--- config.mk ---
export PLATFORM = sky130hd
export DESIGN_NAME = rttc_ctrl_flat
export DESIGN_NICKNAME = d
export VERILOG_FILES = /design/src/rttc_pkg.sv /design/src/rttc_if.sv /design/src/rttc_ctrl.sv /design/src/flat_wrapper.sv
export VERILOG_INCLUDE_DIRS = /design/src /design/src/src
export SDC_FILE = /design/constraint.sdc
export NUM_CORES = 1
export LEC_CHECK = 0
export ABC_AREA = 1
export BUFFER_PORTS_ARGS = -buffer_cell sky130_fd_sc_hd__clkbuf_2
export CORE_ASPECT_RATIO = 1.2
export CORE_UTILIZATION = 35
export DETAILED_ROUTE_END_ITERATION = 7
export PLACE_DENSITY = 0.58
export SLEW_MARGIN = 30
export SYNTH_ARGS = -nofsm -noshare
export SYNTH_HDL_FRONTEND = slang
export SYNTH_SLANG_ARGS = --single-unit
--- constraint.sdc ---
create_clock -name clk -period 13.6 [get_ports clk]
set_clock_uncertainty 0.15 [all_clocks]
set_input_delay 2.04 -clock clk [delete_from_list [all_inputs] [get_ports clk]]
set_output_delay 2.04 -clock clk [all_outputs]
set_load 0.05 [all_outputs]
--- src/region_table_translate_check_unit_defines.svh ---
// Assertion macros for the controller RTL file (rttc_ctrl) of the region table unit.
`ifndef REGION_TABLE_TRANSLATE_CHECK_UNIT_DEFINES_SVH
`define REGION_TABLE_TRANSLATE_CHECK_UNIT_DEFINES_SVH
`ifndef ASSERT_OFF
`define RTTC_ASSERT(label, prop, msg) \
    label: assert property (@(posedge clk) disable iff (!rst_n) (prop)) else $error(msg);
`define RTTC_ASSERT_NEXT(label, ante, cons, msg) \
    label: assert property (@(posedge clk) disable iff (!rst_n) (ante) |=> (cons)) \
        else $error(msg);
`else
`define RTTC_ASSERT(label, prop, msg)
`define RTTC_ASSERT_NEXT(label, ante, cons, msg)
`endif
`endif

--- src/rttc_pkg.sv ---
`default_nettype none
package rttc_pkg;
    localparam int MAX_REGIONS_DEF = 64;

    localparam logic [1:0] OP_WRITE  = 2'd0;
    localparam logic [1:0] OP_COUNT  = 2'd1;
    localparam logic [1:0] OP_LOOKUP = 2'd2;
    localparam logic [1:0] OP_UNUSED = 2'd3;

    localparam logic [1:0] FAULT_NONE     = 2'd0;
    localparam logic [1:0] FAULT_UNMAPPED = 2'd1;
    localparam logic [1:0] FAULT_PROTECT  = 2'd2;
    localparam logic [1:0] FAULT_BOUNDS   = 2'd3;

    typedef struct packed {
        logic [63:0] start;
        logic [31:0] phys;
        logic [31:0] len;
        logic [2:0]  rights;
    } entry_t;
endpackage
`default_nettype wire

--- src/rttc_if.sv ---
`default_nettype none
interface rttc_req_if;
    logic        valid;
    logic        ready;
    logic [1:0]  op;
    logic [5:0]  entry_slot;
    logic [6:0]  entry_count_in;
    logic [63:0] region_start;
    logic [31:0] region_phys_base;
    logic [31:0] region_length;
    logic [2:0]  region_rights;
    logic [63:0] query_address;
    logic [31:0] access_size;
    logic [2:0]  access_rights;

    modport source (output valid, op, entry_slot, entry_count_in, region_start,
                    region_phys_base, region_length, region_rights, query_address,
                    access_size, access_rights, input ready);
    modport sink (input valid, op, entry_slot, entry_count_in, region_start,
                  region_phys_base, region_length, region_rights, query_address,
                  access_size, access_rights, output ready);
endinterface

interface rttc_rsp_if;
    logic        valid;
    logic        ready;
    logic [1:0]  fault;
    logic [63:0] run_start;
    logic [31:0] run_phys_base;
    logic [31:0] run_length;

    modport source (output valid, fault, run_start, run_phys_base, run_length,
                    input ready);
    modport sink (input valid, fault, run_start, run_phys_base, run_length,
                  output ready);
endinterface
`default_nettype wire

--- src/rttc_ctrl.sv ---
`default_nettype none
`include "region_table_translate_check_unit_defines.svh"
module rttc_ctrl #(
    parameter int MAX_REGIONS = rttc_pkg::MAX_REGIONS_DEF,
    parameter int IW          = $clog2(MAX_REGIONS)
) (
    input  wire logic             clk,
    input  wire logic             rst_n,
    rttc_req_if.sink              req,
    rttc_rsp_if.source            rsp,
    output logic                  mem_we,
    output logic [IW-1:0]         mem_waddr,
    output rttc_pkg::entry_t      mem_wdata,
    output logic [IW-1:0]         mem_raddr,
    input  wire rttc_pkg::entry_t mem_rdata
);
    localparam int CW  = $clog2(MAX_REGIONS + 1);
    localparam int RLW = 32 + IW + 1;

    typedef enum logic [3:0] {
        IDLE, SRCH_RD, SRCH_CMP, IDX_RD, IDX_CMP, BACK_RD, BACK_CMP,
        FWD_RD, FWD_CMP, CHECK, FINISH
    } state_t;

    state_t          state_reg, state_next;
    logic [CW-1:0]   count_reg, count_next;
    logic [CW-1:0]   lo_reg, lo_next;
    logic [CW-1:0]   hi_reg, hi_next;
    logic [CW-1:0]   idx_reg, idx_next;
    logic [63:0]     addr_reg, addr_next;
    logic [31:0]     size_reg, size_next;
    logic [2:0]      need_reg, need_next;
    logic [63:0]     rstart_reg, rstart_next;
    logic [31:0]     rphys_reg, rphys_next;
    logic [RLW-1:0]  rlen_reg, rlen_next;
    logic [1:0]      fault_reg, fault_next;
    logic            out_valid_reg, out_valid_next;
    logic [1:0]      out_fault_reg, out_fault_next;
    logic [63:0]     out_start_reg, out_start_next;
    logic [31:0]     out_phys_reg, out_phys_next;
    logic [31:0]     out_len_reg, out_len_next;

    logic [CW:0]     mid_sum;
    logic [CW-1:0]   mid;
    logic [CW-1:0]   idx_m1;
    logic [CW-1:0]   lo_p1;
    logic [CW-1:0]   idx_p1;
    logic [15:0]     slot_wide;
    logic [15:0]     cnt_wide;
    logic            req_fire;
    logic [63:0]     diff;
    logic            rights_ok;
    logic [RLW-1:0]  len_ext;
    logic [64:0]     end_off;

    assign req_fire  = req.valid && req.ready;
    assign req.ready = (state_reg == IDLE);
    assign mid_sum   = {1'b0, lo_reg} + {1'b0, hi_reg} + (CW + 1)'(1);
    assign mid       = mid_sum[CW:1];
    assign idx_m1    = idx_reg - CW'(1);
    assign lo_p1     = lo_reg + CW'(1);
    assign idx_p1    = idx_reg + CW'(1);
    assign slot_wide = 16'(req.entry_slot);
    assign cnt_wide  = 16'(req.entry_count_in);
    assign rights_ok = ((mem_rdata.rights & need_reg) == need_reg);
    assign len_ext   = RLW'(mem_rdata.len);
    assign end_off   = {1'b0, addr_reg - rstart_reg} + 65'(size_reg);

    assign mem_we    = req_fire && (req.op == rttc_pkg::OP_WRITE)
                       && (slot_wide < 16'(MAX_REGIONS));
    assign mem_waddr = slot_wide[IW-1:0];
    assign mem_wdata = '{start: req.region_start, phys: req.region_phys_base,
                         len: req.region_length, rights: req.region_rights};

    always_comb
    begin
        case (state_reg)
            SRCH_RD: mem_raddr = mid[IW-1:0];
            BACK_RD: mem_raddr = idx_m1[IW-1:0];
            FWD_RD:  mem_raddr = idx_reg[IW-1:0];
            default: mem_raddr = lo_reg[IW-1:0];
        endcase
    end

    always_comb
    begin
        state_next     = state_reg;
        count_next     = count_reg;
        lo_next        = lo_reg;
        hi_next        = hi_reg;
        idx_next       = idx_reg;
        addr_next      = addr_reg;
        size_next      = size_reg;
        need_next      = need_reg;
        rstart_next    = rstart_reg;
        rphys_next     = rphys_reg;
        rlen_next      = rlen_reg;
        fault_next     = fault_reg;
        out_valid_next = out_valid_reg && !rsp.ready;
        out_fault_next = out_fault_reg;
        out_start_next = out_start_reg;
        out_phys_next  = out_phys_reg;
        out_len_next   = out_len_reg;
        diff           = 64'd0;

        case (state_reg)
            IDLE:
            begin
                if (req_fire)
                begin
                    addr_next   = req.query_address;
                    size_next   = req.access_size;
                    need_next   = req.access_rights;
                    rstart_next = 64'd0;
                    rphys_next  = 32'd0;
                    rlen_next   = '0;
                    fault_next  = rttc_pkg::FAULT_NONE;
                    lo_next     = '0;
                    hi_next     = count_reg;
                    state_next  = FINISH;
                    case (req.op)
                        rttc_pkg::OP_COUNT:
                        begin
                            count_next = (cnt_wide > 16'(MAX_REGIONS)) ? CW'(MAX_REGIONS)
                                                                      : cnt_wide[CW-1:0];
                        end
                        rttc_pkg::OP_LOOKUP:
                        begin
                            if (count_reg == '0)
                            begin
                                fault_next = rttc_pkg::FAULT_UNMAPPED;
                            end
                            else if (count_reg > CW'(1))
                            begin
                                state_next = SRCH_RD;
                            end
                            else
                            begin
                                state_next = IDX_RD;
                            end
                        end
                        default:
                        begin
                        end
                    endcase
                end
            end
            SRCH_RD:
            begin
                state_next = SRCH_CMP;
            end
            SRCH_CMP:
            begin
                if (addr_reg < mem_rdata.start)
                begin
                    hi_next = mid;
                end
                else
                begin
                    lo_next = mid;
                end
                state_next = ((hi_next - lo_next) > CW'(1)) ? SRCH_RD : IDX_RD;
            end
            IDX_RD:
            begin
                state_next = IDX_CMP;
            end
            IDX_CMP:
            begin
                diff       = addr_reg - mem_rdata.start;
                state_next = FINISH;
                if (addr_reg < mem_rdata.start || diff >= 64'(mem_rdata.len))
                begin
                    fault_next = rttc_pkg::FAULT_UNMAPPED;
                end
                else if (!rights_ok)
                begin
                    fault_next = rttc_pkg::FAULT_PROTECT;
                end
                else
                begin
                    rstart_next = mem_rdata.start;
                    rphys_next  = mem_rdata.phys;
                    rlen_next   = len_ext;
                    if (lo_reg != '0)
                    begin
                        idx_next   = lo_reg;
                        state_next = BACK_RD;
                    end
                    else
                    begin
                        idx_next   = lo_p1;
                        state_next = (lo_p1 < count_reg) ? FWD_RD : CHECK;
                    end
                end
            end
            BACK_RD:
            begin
                state_next = BACK_CMP;
            end
            BACK_CMP:
            begin
                diff = rstart_reg - mem_rdata.start;
                if (rstart_reg >= mem_rdata.start && diff == 64'(mem_rdata.len) && rights_ok)
                begin
                    rstart_next = mem_rdata.start;
                    rphys_next  = mem_rdata.phys;
                    rlen_next   = rlen_reg + len_ext;
                    idx_next    = idx_m1;
                    if (idx_m1 != '0)
                    begin
                        state_next = BACK_RD;
                    end
                    else
                    begin
                        idx_next   = lo_p1;
                        state_next = (lo_p1 < count_reg) ? FWD_RD : CHECK;
                    end
                end
                else
                begin
                    idx_next   = lo_p1;
                    state_next = (lo_p1 < count_reg) ? FWD_RD : CHECK;
                end
            end
            FWD_RD:
            begin
                state_next = FWD_CMP;
            end
            FWD_CMP:
            begin
                diff       = mem_rdata.start - rstart_reg;
                state_next = CHECK;
                if (mem_rdata.start >= rstart_reg && diff == 64'(rlen_reg) && rights_ok)
                begin
                    rlen_next = rlen_reg + len_ext;
                    idx_next  = idx_p1;
                    if (idx_p1 < count_reg)
                    begin
                        state_next = FWD_RD;
                    end
                end
            end
            CHECK:
            begin
                fault_next = (end_off > 65'(rlen_reg)) ? rttc_pkg::FAULT_BOUNDS
                                                       : rttc_pkg::FAULT_NONE;
                state_next = FINISH;
            end
            FINISH:
            begin
                if (!out_valid_reg || rsp.ready)
                begin
                    out_valid_next = 1'b1;
                    out_fault_next = fault_reg;
                    if (fault_reg == rttc_pkg::FAULT_UNMAPPED
                        || fault_reg == rttc_pkg::FAULT_PROTECT)
                    begin
                        out_start_next = 64'd0;
                        out_phys_next  = 32'd0;
                        out_len_next   = 32'd0;
                    end
                    else
                    begin
                        out_start_next = rstart_reg;
                        out_phys_next  = rphys_reg;
                        out_len_next   = (|rlen_reg[RLW-1:32]) ? 32'hFFFF_FFFF
                                                               : rlen_reg[31:0];
                    end
                    state_next = IDLE;
                end
            end
            default:
            begin
                state_next = IDLE;
            end
        endcase
    end

    always_ff @(posedge clk or negedge rst_n)
    begin
        if (!rst_n)
        begin
            state_reg     <= IDLE;
            count_reg     <= '0;
            out_valid_reg <= 1'b0;
        end
        else
        begin
            state_reg     <= state_next;
            count_reg     <= count_next;
            out_valid_reg <= out_valid_next;
        end
    end

    always_ff @(posedge clk)
    begin
        lo_reg        <= lo_next;
        hi_reg        <= hi_next;
        idx_reg       <= idx_next;
        addr_reg      <= addr_next;
        size_reg      <= size_next;
        need_reg      <= need_next;
        rstart_reg    <= rstart_next;
        rphys_reg     <= rphys_next;
        rlen_reg      <= rlen_next;
        fault_reg     <= fault_next;
        out_fault_reg <= out_fault_next;
        out_start_reg <= out_start_next;
        out_phys_reg  <= out_phys_next;
        out_len_reg   <= out_len_next;
    end

    assign rsp.valid         = out_valid_reg;
    assign rsp.fault         = out_fault_reg;
    assign rsp.run_start     = out_start_reg;
    assign rsp.run_phys_base = out_phys_reg;
    assign rsp.run_length    = out_len_reg;

    `RTTC_ASSERT(a_count_bound, count_reg <= CW'(MAX_REGIONS), "Entry count exceeds the table.")
    `RTTC_ASSERT(a_search_window, (state_reg != SRCH_CMP) || (lo_reg < hi_reg),
                 "Search window is empty.")
    `RTTC_ASSERT(a_fwd_index, (state_reg != FWD_RD) || (idx_reg < count_reg),
                 "Forward walk reads past the valid entries.")
    `RTTC_ASSERT_NEXT(a_leave_idle, req_fire, state_reg != IDLE,
                      "Accepted request did not leave idle.")
endmodule
`default_nettype wire

--- src/flat_wrapper.sv ---
// flat-port wrapper written by rule: the top's interface ports become plain ports
module rttc_ctrl_flat 
#(
    parameter int MAX_REGIONS = rttc_pkg::MAX_REGIONS_DEF,
    parameter int IW          = $clog2(MAX_REGIONS)
)
  (clk, rst_n, mem_we, mem_waddr, mem_wdata, mem_raddr, mem_rdata, req_valid, req_op, req_entry_slot, req_entry_count_in, req_region_start, req_region_phys_base, req_region_length, req_region_rights, req_query_address, req_access_size, req_access_rights, req_ready, rsp_valid, rsp_fault, rsp_run_start, rsp_run_phys_base, rsp_run_length, rsp_ready);
  rttc_req_if req_i ();
  rttc_rsp_if rsp_i ();
  input  wire logic clk;
  input  wire logic rst_n;
  output logic mem_we;
  output logic [IW-1:0] mem_waddr;
  output rttc_pkg::entry_t mem_wdata;
  output logic [IW-1:0] mem_raddr;
  input  wire rttc_pkg::entry_t mem_rdata;
  input wire logic [$bits(req_i.valid)-1:0] req_valid;
  input wire logic [$bits(req_i.op)-1:0] req_op;
  input wire logic [$bits(req_i.entry_slot)-1:0] req_entry_slot;
  input wire logic [$bits(req_i.entry_count_in)-1:0] req_entry_count_in;
  input wire logic [$bits(req_i.region_start)-1:0] req_region_start;
  input wire logic [$bits(req_i.region_phys_base)-1:0] req_region_phys_base;
  input wire logic [$bits(req_i.region_length)-1:0] req_region_length;
  input wire logic [$bits(req_i.region_rights)-1:0] req_region_rights;
  input wire logic [$bits(req_i.query_address)-1:0] req_query_address;
  input wire logic [$bits(req_i.access_size)-1:0] req_access_size;
  input wire logic [$bits(req_i.access_rights)-1:0] req_access_rights;
  output wire logic [$bits(req_i.ready)-1:0] req_ready;
  output wire logic [$bits(rsp_i.valid)-1:0] rsp_valid;
  output wire logic [$bits(rsp_i.fault)-1:0] rsp_fault;
  output wire logic [$bits(rsp_i.run_start)-1:0] rsp_run_start;
  output wire logic [$bits(rsp_i.run_phys_base)-1:0] rsp_run_phys_base;
  output wire logic [$bits(rsp_i.run_length)-1:0] rsp_run_length;
  input wire logic [$bits(rsp_i.ready)-1:0] rsp_ready;
  assign req_i.valid = req_valid;
  assign req_i.op = req_op;
  assign req_i.entry_slot = req_entry_slot;
  assign req_i.entry_count_in = req_entry_count_in;
  assign req_i.region_start = req_region_start;
  assign req_i.region_phys_base = req_region_phys_base;
  assign req_i.region_length = req_region_length;
  assign req_i.region_rights = req_region_rights;
  assign req_i.query_address = req_query_address;
  assign req_i.access_size = req_access_size;
  assign req_i.access_rights = req_access_rights;
  assign req_ready = req_i.ready;
  assign rsp_valid = rsp_i.valid;
  assign rsp_fault = rsp_i.fault;
  assign rsp_run_start = rsp_i.run_start;
  assign rsp_run_phys_base = rsp_i.run_phys_base;
  assign rsp_run_length = rsp_i.run_length;
  assign rsp_i.ready = rsp_ready;
  rttc_ctrl #(.MAX_REGIONS(MAX_REGIONS), .IW(IW)) u_core (.clk(clk), .rst_n(rst_n), .req(req_i), .rsp(rsp_i), .mem_we(mem_we), .mem_waddr(mem_waddr), .mem_wdata(mem_wdata), .mem_raddr(mem_raddr), .mem_rdata(mem_rdata));
endmodule
## Yosys cells after proc, flatten, opt, wreduce, memory -nomap -nowiden

Index checks and enable logic that the tools add are counted.

| word-level totals | value |
|---|---|
| register bits | 399 |
| bits of input ports | 380 |
| output and inout bits | 276 |

| operators by class | value |
|---|---|
| multiplexer cells | 58 |
| $lt $le $gt $ge | 11 |
| equality and inequality tests | 24 |
| reduce and logical (&&, ||, !) cells | 33 |
| bitwise gates (word level) | 1 |
| $add $sub $neg | 12 |

Operator list:

| kind | count |
|---|---|
| 2-to-1 mux 64 bit | 4 |
| subtractor 64 bit | 4 |
| 2-to-1 mux 39 bit | 5 |
| case mux 64 bit (3 select lines) | 1 |
| 2-to-1 mux 32 bit | 5 |
| case mux 39 bit (4 select lines) | 1 |
| greater-or-equal comparator 64 bit | 2 |
| case mux 32 bit (3 select lines) | 1 |
| 2-to-1 mux 7 bit | 13 |
| adder 64 x 32 -> 65 bit | 1 |
| greater-than comparator 65 x 39 -> 1 bit | 1 |
| equality test 64 x 32 -> 1 bit | 1 |
| equality test 64 x 39 -> 1 bit | 1 |
| greater-or-equal comparator 64 x 32 -> 1 bit | 1 |
| less-than comparator 64 bit | 1 |
| 2-to-1 mux 4 bit | 12 |
| case mux 4 bit (11 select lines) | 1 |
| adder 39 x 32 -> 39 bit | 1 |
| case mux 7 bit (2 select lines) | 2 |
| case mux 7 bit (3 select lines) | 1 |
| case mux 6 bit (3 select lines) | 1 |
| equality test 4 x 3 -> 1 bit, second input constant | 4 |
| adder 7 x 1 -> 7 bit, second input constant | 2 |
| greater-than comparator 7 x 1 -> 1 bit, second input constant | 2 |
| other kinds (36) | 71 |

## Depth between registers and ports, before layout

Gate-level depths: netlist of the first run.

| logic depth | value |
|---|---|
| word-level depth | 8 |
| gate-level depth with buffers | 38 |
| depth with buffers taken out | 38 |

## Worst setup path before layout of the first run

OpenSTA, ideal clock, no wires.

| timing path | value |
|---|---|
| path type | input -> register |
| start | input port mem_rdata[67] in the netlist's numbering |
| end | register u_core.rphys_reg[0], enable pin |
| stages | 29 |
| path buffers | 0 |
| path slack | 3.139 ns |
| setup time | 0.583 ns |
| data arrival time | 9.728 ns |
| path through | ha_1 inv_1 fa_1 nand3_1 nand2_1 a21oi_1 o21ai_1 nand2_1 nand2_1 inv_1 o21ai_1 nand2_1 nand2_1 xor2_1 ha_1 nand2_1 inv_1 nand3_1 o221a_2 nand2_1 nor2_1 nand3_1 nor2_1 nand3_1 nor2_1 nand4_1 nand2_1 nand3_1 a21oi_1 |

| between the ends | value |
|---|---|
| longest elaborated chain between the ends | 6 |
| elaborated cells between the ends (all ways) | 12 |

RTL lines:

| item | RTL line | text |
|---|---|---|
| start, declared | flat_wrapper.sv:16 | `input wire rttc_pkg::entry_t mem_rdata;` |
| branches (longest 5 deep; another with subtractor 64 bit) | -- |  |
| AND reduction 5 bit (no line) * | -- |  |
| end signal, assigned | rttc_ctrl.sv:305 | `rphys_reg <= rphys_next;` |
| end, declared | rttc_ctrl.sv:34 | `logic [31:0] rphys_reg, rphys_next;` |

Mark *: on every way between the ends.
A chain may end at the register's enable or synchronous reset.

## Worst setup path in the final report of the first run

| timing path | value |
|---|---|
| start | register u_core.rstart_reg[22] |
| end | register u_core.fault_reg[0], data pin |

| between the ends | value |
|---|---|
| longest elaborated chain between the ends | 5 |

RTL lines:

| item | RTL line | text |
|---|---|---|
| start, declared | rttc_ctrl.sv:33 | `logic [63:0] rstart_reg, rstart_next;` |
| start signal, assigned | rttc_ctrl.sv:304 | `rstart_reg <= rstart_next;` |
| subtractor 64 bit | rttc_ctrl.sv:67 | `assign end_off = {1'b0, addr_reg - rstart_reg} + 65'(size_reg);` |
| adder 64 x 32 -> 65 bit | rttc_ctrl.sv:67 |  |
| greater-than comparator 65 x 39 -> 1 bit | rttc_ctrl.sv:246 | `fault_next = (end_off > 65'(rlen_reg)) ? rttc_pkg::FAULT_BOUNDS` |
| 2-to-1 mux 2 bit | rttc_ctrl.sv:246 |  |
| case mux 2 bit (3 select lines) | rttc_ctrl.sv:106 | `case (state_reg)` |
| net u_core.fault_next[0] | rttc_ctrl.sv:36 | `logic [1:0] fault_reg, fault_next;` |
| end signal, assigned | rttc_ctrl.sv:307 | `fault_reg <= fault_next;` |
| end, declared | rttc_ctrl.sv:36 |  |

The timed path passes the listed nets, and every way through them passes these cells.

==> load_flow_metrics.sql, run 1 <==
INSERT INTO impl_metrics (metric_group, metric, value, unit) VALUES
('job', 'reported_max_cap_violation_count', '0', ''),
('drt', 'drt-pass1-iter-count', '8', ''),
('timing', 'rsz0062_at_grt', 'false', ''),
('floorplan', 'floorplan.rows', '144', ''),
('synthesis', 'synthesis.yosys.warnings', '0', ''),
('clock_network', 'cts.root.buffer_cell', 'sky130_fd_sc_hd__clkbuf_16', ''),
('synthesis', 'ys_seq_elements', '399', ''),
('drt', 'postRouteAntennaNets', '0', ''),
('floorplan', 'chipHeight', '398', 'µm'),
('run_status', 'violations', 'design-rule violations', ''),
('clock_network', 'cts_inserted_buffers', '47', ''),
('timing', 'post-route-min-period', '7990', 'ps'),
('floorplan', 'core_region_area', '129000', 'µm²'),
('placed_design', 'port_buffers', '381', ''),
('placed_design', 'post-dp-hpwl', '200', 'mm'),
('clock_network', 'tritoncts', 'yes', ''),
('placed_design', 'dpl_worst_slack', '5320', 'ps'),
('worst_setup_path', 'worst-endpoint-required', '13830', 'ps'),
('synthesis', 'synthesis.instances', '7059', ''),
('grt', 'grt_usage', '33.4', '%'),
('finish', 'postLayoutCoreUtil', '38.9', '%'),
('placed_design', 'post_dp_cell_area', '48500', 'µm²'),
('finish', 'final_cells', '9015', ''),
('floorplan', 'boundaryPins', '656', ''),
('clock_network', 'cts_hold_buf', '0', ''),
('finish', 'growth_of_design_area_from_synthesis_to_finish', '9.89', '%'),
('grt', 'grt_antenna_before_repair', '10', ''),
('drt', 'topRoutingLayerUsed', 'met4', ''),
('timing', 'holdWs', '394', 'ps'),
('run_status', 'outcome', 'finished, violations left', ''),
('power', 'leakagePower', '25.2', 'nW'),
('clock_network', 'ctsLongestPathBuffers', '3', ''),
('grt', 'grt_overflow', '0', ''),
('timing', 'final_period_utilization', '58.7', '%'),
('drt', 'detail_route.vias_per_cell', '5.30', ''),
('placed_design', 'gp_congestion', '1.08', ''),
('worst_setup_path', 'type_of_element_capturing_the_critical_path', 'flop', ''),
('drt', 'post_drt_wl_per_cell', '25.3', 'µm'),
('synthesis', 'top_cells_by_count_synth', '2015 x sky130_fd_sc_hd__nand2_1, 1216 x sky130_fd_sc_hd__inv_1, 835 x sky130_fd_sc_hd__nor2_1, 483 x sky130_fd_sc_hd__a21oi_1, 420 x sky130_fd_sc_hd__ha_1', ''),
('clock_network', 'cts.repair_timing.setup_buffer_count', '0', ''),
('clock_network', 'cts.sink_count', '399', ''),
('finish', 'post_route_cells_drive_above_1_share', '9.69', '%'),
('grt', 'pin_count_of_the_biggest_net_entering_global_routing', '79', ''),
('synthesis', 'top_post_synthesis_cells_by_area', 'sky130_fd_sc_hd__edfxtp_1 25%, sky130_fd_sc_hd__nand2_1 17%, sky130_fd_sc_hd__ha_1 12%, sky130_fd_sc_hd__inv_1 10%, sky130_fd_sc_hd__nor2_1 6.9%', ''),
('timing', 'fmax', '125', 'MHz'),
('worst_setup_path', 'arrival', '8210', 'ps'),
('synthesis', 'seq_area_frac_synth', '26.1', '%'),
('grt', 'first_global_vias', '46400', ''),
('placed_design', 'post-place-cells', '8924', ''),
('timing', 'final_critical_path_setup_slack', '5610', 'ps'),
('clock_network', 'post_cts_resize_count', '0', ''),
('finish', 'fillerInstances', '14100', ''),
('timing', 'worst_slew_margin_rel', '33.8', '%'),
('timing', 'timing_worst_slew_pin_value', '989', 'ps'),
('synthesis', 'syn_avg_cell_area', '6.47', 'µm²'),
('synthesis', 'synth.net_count', '7867', ''),
('drt', 'drt_wl_total', '228', 'mm'),
('worst_setup_path', 'critical_path.most_common_cell', 'sky130_fd_sc_hd__nand2_1', ''),
('timing', 'final-setup-viol-count', '0', ''),
('drt', 'dr_wl_met2', '104', 'mm'),
('drt', 'drt-met1-wl', '93.4', 'mm'),
('power', 'power_density', '267', 'nW/µm²'),
('worst_setup_path', 'worst_setup_path_start_kind', 'flop', ''),
('timing', 'hold_viol', '0', ''),
('worst_setup_path', 'critical_path_class', 'reg -> reg', ''),
('floorplan', 'chipWidth', '332', 'µm'),
('floorplan', 'initial_core_util', '35.4', '%'),
('drt', 'drt_drc_violations_left', '3', ''),
('drt', 'vias', '47800', ''),
('synthesis', 'yosys.cell_types.count', '66', ''),
('synthesis', 'synthesis.area', '45700', 'µm²');
-- where the power goes --
part	leakage (nW)	switching (mW)	total, mW	internal (mW)
clock	0.793	0.580	1.39	0.806
sequential	3.78	0.445	2.40	1.96
combinational	20.6	6.81	9.60	2.79
-- cell usage in the layout (no fill, tap or decap), drive strengths merged, types with 36 or more instances in the layout --
master,count
o21ai,299
nand3,342
xor2,168
o21bai,36
edfxtp,387
nor2,923
nand2,2064
nor3,62
a21oi,486
ha,420
xnor2,57
clkbuf,436
inv,1256
nand4,110
-- kinds of logic after synthesis --
group / Yosys count / synth area share (%)
xor gates and xnor gates: 226 / 4.36
AOI/OAI and AO/OA: 967 / 11.6
buffers and inverters: 1477 / 13.4
and+or+nand+nor: 3562 / 32.7
adders and majority gates: 428 / 11.9
DFF: 399 / 26.1
-- layer usage --
layer / GRT usage, % / vias up
li1: - / 22900
met1: 41.3 / 22400
met2: 55.3 / 1923
met3: 3.41 / 538
met4: 22.0 / 0
met5: 0 / -
-- worst paths after layout --
check                                           start                     endpoint  cells after the start
worst max-delay path            u_core.rstart_reg[22]          u_core.fault_reg[0]                     33
worst min-delay path              u_core.rphys_reg[7]  u_core.rsp.run_phys_base[7]                      2
worst max register to register  u_core.rstart_reg[22]          u_core.fault_reg[0]                     33
worst min register to register    u_core.rphys_reg[7]  u_core.rsp.run_phys_base[7]                      2
max in group asynchronous                       rst_n          u_core.count_reg[4]                      1
min in group asynchronous                       rst_n          u_core.count_reg[5]                      1
-- worst max-delay path, delay by kind of cell (launching register included) --
family / cells / cell delay [ps]
compound gates: 1 / 160
buf+inv: 4 / 650
fa+ha+maj: 3 / 1030
simple gates: 23 / 4970
flops: 1 / 390
xor+xnor: 2 / 330
-- cell type report --
type	count	share of cell area, %
inverter	1263	9.45
clock buffer	55	2.45
sequential	399	23.7
timing repair buffer	400	4.09
multi-input combinational	5183	55.2
tap	1679	4.19
antenna	6	0.0299
clock inverter	30	0.838
Power figures use the tool's default switching activity.
==> inputs of run 2 (changes only) <==
==> constraint.sdc (replaced) <==
create_clock -name clk -period 8.2 [get_ports clk]
set_clock_uncertainty 0.15 [all_clocks]
set_input_delay 1.23 -clock clk [delete_from_list [all_inputs] [get_ports clk]]
set_output_delay 1.23 -clock clk [all_outputs]
set_load 0.05 [all_outputs]
==> load_flow_metrics.sql, run 2 (synthesis gave the netlist of run 1 again) <==
INSERT INTO impl_metrics (metric_group, metric, value, unit) VALUES
('finish', 'post_route_cells_drive_above_1_share', '9.81', '%'),
('drt', 'drt-pass1-iter-count', '6', ''),
('grt', 'grt_usage', '34.5', '%'),
('power', 'leakagePower', '25.2', 'nW'),
('clock_network', 'htreeDepth', '2', ''),
('finish', 'growth_of_design_area_from_synthesis_to_finish', '9.88', '%'),
('clock_network', 'cts.repair_timing.setup_buffer_count', '0', ''),
('grt', 'pin_count_of_the_biggest_net_entering_global_routing', '97', ''),
('drt', 'drt_wl_total', '236', 'mm'),
('finish', 'multi_input_comb_area', '27700', 'µm²'),
('job', 'reported_max_cap_violation_count', '0', ''),
('finish', 'mostFrequentLayoutCells', '2014 x sky130_fd_sc_hd__nand2_1, 1215 x sky130_fd_sc_hd__inv_1, 834 x sky130_fd_sc_hd__nor2_1', ''),
('floorplan', 'chipHeight', '398', 'µm'),
('drt', 'drtIter0Drc', '4755', ''),
('clock_network', 'tritoncts', 'yes', ''),
('timing', 'rsz0062_at_grt', 'false', ''),
('finish', 'area.sequential', '11900', 'µm²'),
('floorplan', 'fp.dieArea', '132000', 'µm²'),
('timing', 'timing_worst_slew_pin_value', '1110', 'ps'),
('drt', 'drt_drc_violations_left', '0', ''),
('drt', 'vias', '48400', ''),
('timing', 'post-route-min-period', '7120', 'ps'),
('power', 'power_density', '444', 'nW/µm²'),
('worst_setup_path', 'crit_fanout', '4', ''),
('placed_design', 'gp_congestion', '1.12', ''),
('worst_setup_path', 'arrival', '7490', 'ps'),
('placed_design', 'post-dp-hpwl', '207', 'mm'),
('worst_setup_path', 'cell_with_the_biggest_individual_delay_on_the_critical_path', 'sky130_fd_sc_hd__nor4_1', ''),
('finish', 'finalNetCount', '8117', ''),
('worst_hold_path', 'worstHoldPathType', 'in -> async', ''),
('grt', 'first_global_vias', '46600', ''),
('power', 'vdd_ir_drop_max', '0.211', 'mV'),
('clock_network', 'post_cts_resize_count', '0', ''),
('clock_network', 'clk_pin_slew', '70', 'ps'),
('worst_setup_path', 'worst-endpoint-required', '8560', 'ps'),
('finish', 'fillerInstances', '14100', ''),
('timing', 'setup_total_negative_slack', '0', 'ps'),
('clock_network', 'clk-insertion-delay-late', '650', 'ps'),
('clock_network', 'ctsLongestPathBuffers', '3', ''),
('floorplan', 'boundaryPins', '656', ''),
('run_status', 'outcome', 'complete, no violations', ''),
('grt', 'grt_antenna_before_repair', '14', ''),
('timing', 'worst_slew_margin_rel', '25.9', '%'),
('floorplan', 'core_region_area', '129000', 'µm²'),
('worst_setup_path', 'critical_path_class', 'reg -> reg', ''),
('floorplan', 'initial_core_util', '35.4', '%'),
('grt', 'first_pass_grt_wire_length', '324', 'mm'),
('timing', 'hold_viol', '0', ''),
('timing', 'fmax', '140', 'MHz'),
('clock_network', 'cts.sink_count', '399', ''),
('worst_setup_path', 'type_of_element_capturing_the_critical_path', 'flop', ''),
('timing', 'final-setup-viol-count', '0', ''),
('finish', 'mostFrequentLayoutCell', 'sky130_fd_sc_hd__nand2_1', ''),
('drt', 'detail_route.vias_per_cell', '5.36', ''),
('clock_network', 'cts_inserted_buffers', '47', ''),
('grt', 'grt_overflow', '0', ''),
('clock_network', 'cts.root.buffer_cell', 'sky130_fd_sc_hd__clkbuf_16', ''),
('power', 'power.total', '22.3', 'mW'),
('placed_design', 'port_buffers', '381', ''),
('timing', 'final_period_utilization', '86.9', '%'),
('timing', 'report.final.slew_viol_count', '0', ''),
('drt', 'postRouteAntennaNets', '0', ''),
('drt', 'post_drt_wl_per_cell', '26.2', 'µm'),
('floorplan', 'floorplan.rows', '144', ''),
('timing', 'holdWs', '308', 'ps'),
('floorplan', 'chipWidth', '332', 'µm'),
('clock_network', 'cts_hold_buf', '0', ''),
('worst_setup_path', 'worst_setup_path_start_kind', 'flop', ''),
('worst_setup_path', 'slowest_delay', '780', 'ps'),
('worst_setup_path', 'critical_path.most_common_cell', 'sky130_fd_sc_hd__nand2_1', '');
[run 2: cell count changes in the layout (fill, tap and decap cells not counted), moves of 2 or more]
cell,previous run,this run
sky130_fd_sc_hd__buf_4,18,33
sky130_fd_sc_hd__bufinv_16,8,2
sky130_fd_sc_hd__clkinv_4,2,4
sky130_fd_sc_hd__diode_2,6,11
sky130_fd_sc_hd__inv_6,2,4
sky130_fd_sc_hd__clkinv_1,14,18
[run 2: path summary, 6_finish.rpt]
| check | from | end | slack (ps) | cells after the start |
|---|---|---|---|---|
| worst max-delay path | u_core.rstart_reg[0] | u_core.fault_reg[0] | 1080 | 33 |
| worst min-delay path | rst_n | u_core.count_reg[0] | 310 | 1 |
| worst max register to register | u_core.rstart_reg[0] | u_core.fault_reg[0] | 1080 | 33 |
| worst min register to register | u_core.rphys_reg[4] | u_core.rsp.run_phys_base[4] | 390 | 2 |
| max in group asynchronous | rst_n | u_core.count_reg[6] | 7340 | 1 |
| min in group clk | u_core.rphys_reg[4] | u_core.rsp.run_phys_base[4] | 390 | 2 |
[run 2: worst max-delay path, delay by kind of cell (launching register included)]
family | cells | cell delay, ps
DFF | 1 | 440
buffers and inverters | 2 | 260
and+or+nand+nor | 19 | 3020
AOI/OAI and AO/OA | 6 | 1140
adders and majority gates | 4 | 1520
xor gates and xnor gates | 2 | 460
[run 2: power by group]
part	switching, mW	leakage (nW)	internal, mW
Sequential	0.670	3.78	3.25
Clock	0.999	0.727	1.14
Combinational	11.6	20.7	4.65
Total	13.2	25.2	9.04
[run 2: final cells by class]
cell class | instances | area share [%]
sequential | 399 | 23.8
timing repair buffer | 415 | 4.33
clock buffer | 55 | 2.40
antenna | 11 | 0.0548
multi-input combinational | 5183 | 55.2
tap | 1679 | 4.19
clock inverter | 32 | 0.608
inverter | 1263 | 9.45
[run 2: per-layer routing]
layer,GRT usage (%),vias up,part of all wire (%)
met2,57.4,2010,46
met3,4.44,494,6.7
met1,42.6,22900,41
met5,0,-,0.016
met4,21.1,6,6.9
li1,-,23000,-
[run 2: stage by stage]
stage	setup slack, ps	instance area (µm²)	utilization [%]	instances
after floorplan	715	45700	-	7059
after global placement	1100	48600	37.7	8939
after detailed placement	1210	48700	37.7	8939
after CTS	1260	50200	38.9	9026
after global routing	938	50200	38.9	9033
final	1080	50200	38.9	9037
